File: src/rtl/assert_macros.svh
// Assertion macros shared by the RTL files.
// Depends on nothing; included inside module bodies.
`ifndef ASSERT_MACROS_SVH
`define ASSERT_MACROS_SVH
// Implication checked every clock outside reset.
`define CHK_IMPL(label, clk, rst, a, c) \
  label: assert property (@(posedge clk) disable iff (rst) (a) |-> (c)) else $error("%m failed");
// Next-cycle implication outside reset.
`define CHK_NEXT(label, clk, rst, a, c) \
  label: assert property (@(posedge clk) disable iff (rst) (a) |=> (c)) else $error("%m failed");
`endif

File: src/rtl/gatl_pkg.sv
// Package for the glyph atlas text layout block: types, codes and sizes.
// No dependencies.
package gatl_pkg;
  localparam int TABLE_DEPTH = 256;
  localparam int IDX_W = $clog2(TABLE_DEPTH);
  localparam int CNT_W = IDX_W + 1;
  localparam logic [15:0] CODE_FALLBACK = 16'd63;
  localparam logic [15:0] CODE_NEWLINE = 16'd10;

  localparam logic [2:0] REG_MAX_WIDTH = 3'd0;
  localparam logic [2:0] REG_LINE_HEIGHT = 3'd1;
  localparam logic [2:0] REG_IMAGE_WIDTH = 3'd2;
  localparam logic [2:0] REG_IMAGE_HEIGHT = 3'd3;
  localparam logic [2:0] REG_GLYPH_COUNT = 3'd4;

  localparam logic [2:0] KIND_LOADED = 3'd0;
  localparam logic [2:0] KIND_QUAD = 3'd1;
  localparam logic [2:0] KIND_BREAK = 3'd2;
  localparam logic [2:0] KIND_MISSING = 3'd3;
  localparam logic [2:0] KIND_TOO_SMALL = 3'd4;

  typedef enum logic [3:0] {
    ST_IDLE, ST_SRCH, ST_SREAD, ST_SCMP, ST_HREAD, ST_HCHK,
    ST_DECIDE, ST_DIV, ST_OUT
  } state_t;

  typedef struct packed {
    logic [11:0] ax;
    logic [11:0] ay;
    logic [7:0]  gw;
    logic [7:0]  gh;
    logic [7:0]  adv;
    logic [15:0] code;
  } entry_t;
endpackage

File: src/rtl/gatl_div.sv
// Restoring divider, one quotient bit per cycle: (t << 16) / d, saturated.
// Depends on gatl_pkg, only for house consistency of types, and on assert_macros.svh.
module gatl_div (
  input  logic        clk,
  input  logic        rst,
  input  logic        start,
  input  logic [12:0] num,
  input  logic [12:0] den,
  output logic        done,
  output logic [15:0] quo
);
  import gatl_pkg::*;
  logic [28:0] dividend;
  logic [13:0] rem;
  logic [28:0] q;
  logic [4:0]  cnt;
  logic        busy;
  logic [12:0] d;
  logic [14:0] trial;

  assign trial = {rem, dividend[28]} - {2'b0, d};

  always_ff @(posedge clk) begin
    if (rst) begin
      busy <= 1'b0;
      done <= 1'b0;
    end else begin
      done <= 1'b0;
      if (start) begin
        busy     <= 1'b1;
        dividend <= {num, 16'd0};
        d        <= (den == 13'd0) ? 13'd1 : den;
        rem      <= '0;
        q        <= '0;
        cnt      <= 5'd29;
      end else if (busy) begin
        if (!trial[14]) begin
          rem <= trial[13:0];
          q   <= {q[27:0], 1'b1};
        end else begin
          rem <= {rem[12:0], dividend[28]};
          q   <= {q[27:0], 1'b0};
        end
        dividend <= {dividend[27:0], 1'b0};
        cnt      <= cnt - 5'd1;
        if (cnt == 5'd1) begin
          busy <= 1'b0;
          done <= 1'b1;
        end
      end
    end
  end

  assign quo = (q[28:16] != 13'd0) ? 16'hFFFF : q[15:0];
  `include "assert_macros.svh"
  `CHK_NEXT(a_div_done, clk, rst, busy && cnt == 5'd1 && !start, done)
endmodule

File: config.mk
export PLATFORM = sky130hd
export DESIGN_NAME = gatl_div
export DESIGN_NICKNAME = d
export VERILOG_FILES = /design/src/rtl/gatl_pkg.sv /design/src/rtl/gatl_div.sv
export VERILOG_INCLUDE_DIRS = /design/src /design/src/rtl
export SDC_FILE = /design/constraint.sdc
export NUM_CORES = 1
export LEC_CHECK = 0
export CORE_ASPECT_RATIO = 2
export CORE_MARGIN = 4
export CORE_UTILIZATION = 46
export DETAILED_ROUTE_END_ITERATION = 12
export DONT_BUFFER_PORTS = 1
export HOLD_SLACK_MARGIN = 0.05
export SETUP_SLACK_MARGIN = 0.05
export SLEW_MARGIN = 20
export SYNTH_ARGS = -nofsm -noshare
export SYNTH_HDL_FRONTEND = slang
export SYNTH_SLANG_ARGS = --single-unit
File: constraint.sdc
create_clock -name clk -period 13.1 [get_ports clk]
set_input_delay 2.62 -clock clk [delete_from_list [all_inputs] [get_ports clk]]
set_output_delay 2.62 -clock clk [all_outputs]
set_load 0.005 [all_outputs]
Word level (Yosys, flattened, before mapping). Cells that the tools add are included.

Bits in registers: 91. Logic and storage cells: 31. Input bits: 29.

Mux-type cells: 12. Eq/ne operators: 1. Bitwise operators: 2. Add/sub/neg operators: 2. Reductions and logical operators: 6.

Operators by type and width (number): two-way mux 29 bit (3); two-way mux 14 bit (2); two-way mux 16 bit (1); subtractor 15 x 13 -> 15 bit (1); logical NOT 13 bit (1); nonzero test 13 bit (1); equality test 5 x 1 -> 1 bit (second input constant) (1); two-way mux 1 bit (5); two-way mux 5 bit (1); subtractor 5 x 1 -> 5 bit (second input constant) (1); AND reduction 2 bit (2); OR reduction 3 bit (1); NOT 1 bit (2); nonzero test 2 bit (1).

Logic depth before layout (Yosys ltp).
Word-level depth: 4. Mapped depth: 12. Mapped depth without buffers: 10.

Least setup slack after synthesis. Ideal clock, no wire load.

Path type: in2reg. Start point: in start. End point: reg cnt[0], enable pin. Data required time: 12.619 ns. Setup time: 0.481 ns. Arrival: 5.551 ns. Setup slack: 7.067 ns. Path buffers: 1. Stages on the path: 3. Cell sequence: clkbuf_1 nor2_1 nor2_1.

Longest elaborated chain between the ends: 2.

Ends and longest elaborated chain: start: declaration (RTL line gatl_div.sv:6) `input logic start,`; nonzero test 2 bit (no line); AND reduction 2 bit (no line); end signal: assignment (RTL line gatl_div.sv:45) `cnt <= cnt - 5'd1;`; end: declaration (RTL line gatl_div.sv:16) `logic [4:0] cnt;`.

Every way passes these cells. A chain may end at the register's enable or synchronous reset.

Final worst setup path.
Start point: reg q[17]. End point: out quo[8].

Longest elaborated chain between the ends: 2.

Ends and longest elaborated chain: start: declaration (RTL line gatl_div.sv:15) `logic [28:0] q;`; start signal: assignment (RTL line gatl_div.sv:39) `q <= {q[27:0], 1'b1};`; start signal: assignment (RTL line gatl_div.sv:42) `q <= {q[27:0], 1'b0};`; nonzero test 13 bit (RTL line gatl_div.sv:54) `assign quo = (q[28:16] != 13'd0) ? 16'hFFFF : q[15:0];`; two-way mux 16 bit (RTL line gatl_div.sv:54); end: declaration (RTL line gatl_div.sv:10) `output logic [15:0] quo`.

Every way passes these cells.

==> key figures <==
Timing
  – Setup violations, final: 0
  – Final Hold Fails: 0
  – Fin crit share: 0.346
  – Final Skew: 0.00957 ns
  – Setup_tns: 0 ns
  – Worst rel slew slack: 0.468
  – Final worst slack: 8.57 ns
  – Slew Viols, Final: 0
  – Worst slew pin tran: 0.798 ns
  – FMAX: 0.221 GHz
  – RSZ-0062 raised after global routing: no
  – Minimum clock period: 4.53 ns

Yosys
  – Post-Synth Adder-Cell Area: 0.0533
  – Largest area contributor in the netlist: edfxtp_1
  – Mux contribution to synthesized area: 0.0568
  – Synth cell count leaders: edfxtp_1, nor2b_1, nor2_1
  – Synth unique cells: 55
  – Post-synth EDFFs: 74
  – Largest family of logic cells by synthesized area: simple AND/OR/NAND/NOR gates
  – Synth warnings: 0
  – Share of synthesized registers carrying an async set or reset: 0
  – Syn avg cell area: 12.3 um2
  – Top-count cell post-synth: edfxtp_1
  – Top cells by area, synth: edfxtp_1, nor2b_1, ha_1
  – Predominant post-synthesis flop cell: edfxtp_1
  – Seq/Total Area, Yosys: 0.580
  – Synth Area in Compound Gates: 0.0834
  – Seq cells post-synth: 76
  – Area of the mapped netlist: 0.00390 mm2
  – Gate Count Post-Synth: 316
  – Post-synth top area share: 0.570
  – Synth Area in Simple Gates: 0.160
  – Synthesized Nets: 361
  – XOR/XNOR share of the synthesized area: 0.0270

Routing
  – Iter 0 DRT Violations: 113
  – Average wire per cell in the routed design: 16.6 um
  – Vias/cell: 5.54
  – Via total after detailed routing: 2266
  – Drt first pass iters: 4
  – Post-route DRC: 0
  – Antenna Nets Post-Route: 0
  – Final WL: 6770 um

Floorplanning
  – Starting Density: 0.470
  – CORE AREA: 0.00829 mm2
  – Ports: 46
  – Die height: 138 um
  – Row cnt: 47
  – Die width: 73.1 um
  – Die area: 0.0101 mm2

Clock tree
  – CTS tree: done
  – CTS max path bufs: 2
  – Postcts setup bufs: 0
  – Root Buffer: clkbuf_16
  – CTS sink cnt: 76
  – H-tree depth: 3
  – Clk slew on worst S/H paths: 0.06 ns
  – Clk Latency, worst-skew pair: 0.34 ns
  – Post-cts repair resize count: 0
  – TritonCTS Buffers: 9
  – Cts hold-fix bufs: 0

Finish
  – # fillers: 728
  – Final Cell Area: 0.00423 mm2
  – Area grow syn2layout: 8.41%
  – Share of post-route cells with drive strength above 1: 0.167
  – Antenna cells: 0
  – Nets: 352
  – Final Util: 0.510

Power and ir drop
  – Sw Share: 0.236
  – Internal power: 0.000479 W
  – Reg power frac: 0.475
  – Sw Pwr: 0.000148 W
  – Peak VDD IR: 97.2 uV
  – Pwr Density: 148 mW/mm2
  – Clock network power share: 0.370
  – Gate power share: 0.155
  – Leak Pwr: 1.55 nW

Placement
  – Gpl congestion: 0.864
  – Hpwl dp: 4620 um
  – Post-place setup slack: 8.84 ns
  – Area post-placement: 0.00395 mm2
  – I/O Buffers: 0

Critical path
  – WS Path Type: register to primary output
  – Worst Path Arrival: 1.91 ns
  – Endpoint class of the critical path: primary output
  – Worst stage delay on the critical path: 0.46 ns
  – Req. time, crit path: 10.48 ns
  – Crit path cell chain: nor4_1, nand4_1, or2_2
  – Critical Path Start Type: register
  – CP max-delay cell: or2_2
  – Crit path max fanout: 16

Status
  – Status: finished, final reports clean

Global route
  – Total GRT Usage: 0.147
  – Largest net degree at the start of global routing: 66
  – Global-route wire length before repair: 11300 um
  – Initial antenna violation count: 0
  – Vias in the first global route: 2374
  – Gr ovfl total: 0

Hold path
  – Worst min path class: register to register

Flow run
  – Max-cap violation count: 0
==> power groups by stage <==
stage | registers (W) | logic [W] | clock network, W
after floorplan | 0.000300 | 0.0000857 | 0
after global placement | 0.000302 | 0.0000971 | 0
after detailed placement | 0.000303 | 0.0000982 | 0
after CTS | 0.000298 | 0.0000990 | 0.000238
after global routing | 0.000299 | 0.000110 | 0.000247
final | 0.000298 | 0.0000974 | 0.000232
==> per-stage QoR <==
| stage | total power, W | std cells | hold WS, ns |
|---|---|---|---|
| after floorplan | 0.000386 | 316 | 0.460 |
| after global placement | 0.000399 | 394 | 0.468 |
| after detailed placement | 0.000401 | 394 | 0.468 |
| after CTS | 0.000635 | 409 | 0.479 |
| after global routing | 0.000657 | 409 | 0.485 |
| final | 0.000627 | 409 | 0.478 |
==> layer usage <==
layer,GRT usage,wire (um)
met1,0.167,2720
met2,0.244,3660
met3,0.0429,257
met4,0.0730,136
met5,0,0
==> worst paths after layout <==
kind                               start                    to  slack (ns)  cells after the start
setup reg to reg  dividend[28]$_DFFE_PP_  rem[1]$_SDFFCE_PP0P_       10.14                     10
hold / removal           busy$_SDFF_PP0_       done$_SDFF_PP0_        0.48                      1
hold reg to reg          busy$_SDFF_PP0_       done$_SDFF_PP0_        0.48                      1
setup / recovery     q[17]$_SDFFCE_PP0P_                quo[8]        8.57                      3
==> worst max-delay path: cells and delay by family (launching register included) <==
family,cells,cell delay (ns)
and+or+nand+nor,3,1.21
DFF,1,0.38
==> cell usage in the layout, fill, tap and decap left out, types with 2 or more instances in the layout <==
cell,Yosys,layout
edfxtp_1,74,74
nor2b_1,32,32
nor2_1,22,21
inv_1,16,16
or2_2,16,16
ha_1,15,15
mux2_2,12,12
a21oi_1,11,11
clkbuf_16,0,9
nand2_1,8,8
xnor2_1,8,8
o21ai_0,7,7
mux2i_1,6,6
nor3_1,5,5
o21a_1,5,5
nor4_1,4,4
xor2_1,4,4
a21o_1,3,3
and3_1,3,3
nand2b_1,3,3
clkinv_1,0,3
nand4_1,2,2
nor2_4,1,2
and3_2,2,2
nand3_1,2,2
nor3b_1,2,2
a211oi_1,2,2
nand3b_1,2,2
dfxtp_1,2,2
clkbuf_1,20,2
buf_4,0,2
==> flip-flops by register name, indices dropped and copies added (netlist names) <==
register and flops:
done 1, rem 14, cnt 5, busy 1
q 29, d 13, dividend 13
==> area by class of cell <==
type,count,area [um2],share of cell area
tap,98,123,0.0290
sequential,76,2260,0.535
clock inverter,4,41.3,0.00977
inverter,16,60.1,0.0142
timing repair buffer,2,15.0,0.00355
clock buffer,11,233,0.0551
multi-input combinational,202,1490,0.353
==> cell families (layout without fill, tap and decap cells) <==
| family | count (synthesis) | in the layout |
|---|---|---|
| buffers and inverters | 38 | 33 |
| AOI/OAI and AO/OA | 44 | 44 |
| and+or+nand+nor | 110 | 110 |
| DFF | 76 | 76 |
| xor gates and xnor gates | 12 | 12 |
| adders and majority gates | 16 | 16 |
| muxes | 20 | 20 |
Note: power is estimated with default switching activity, not from simulation.
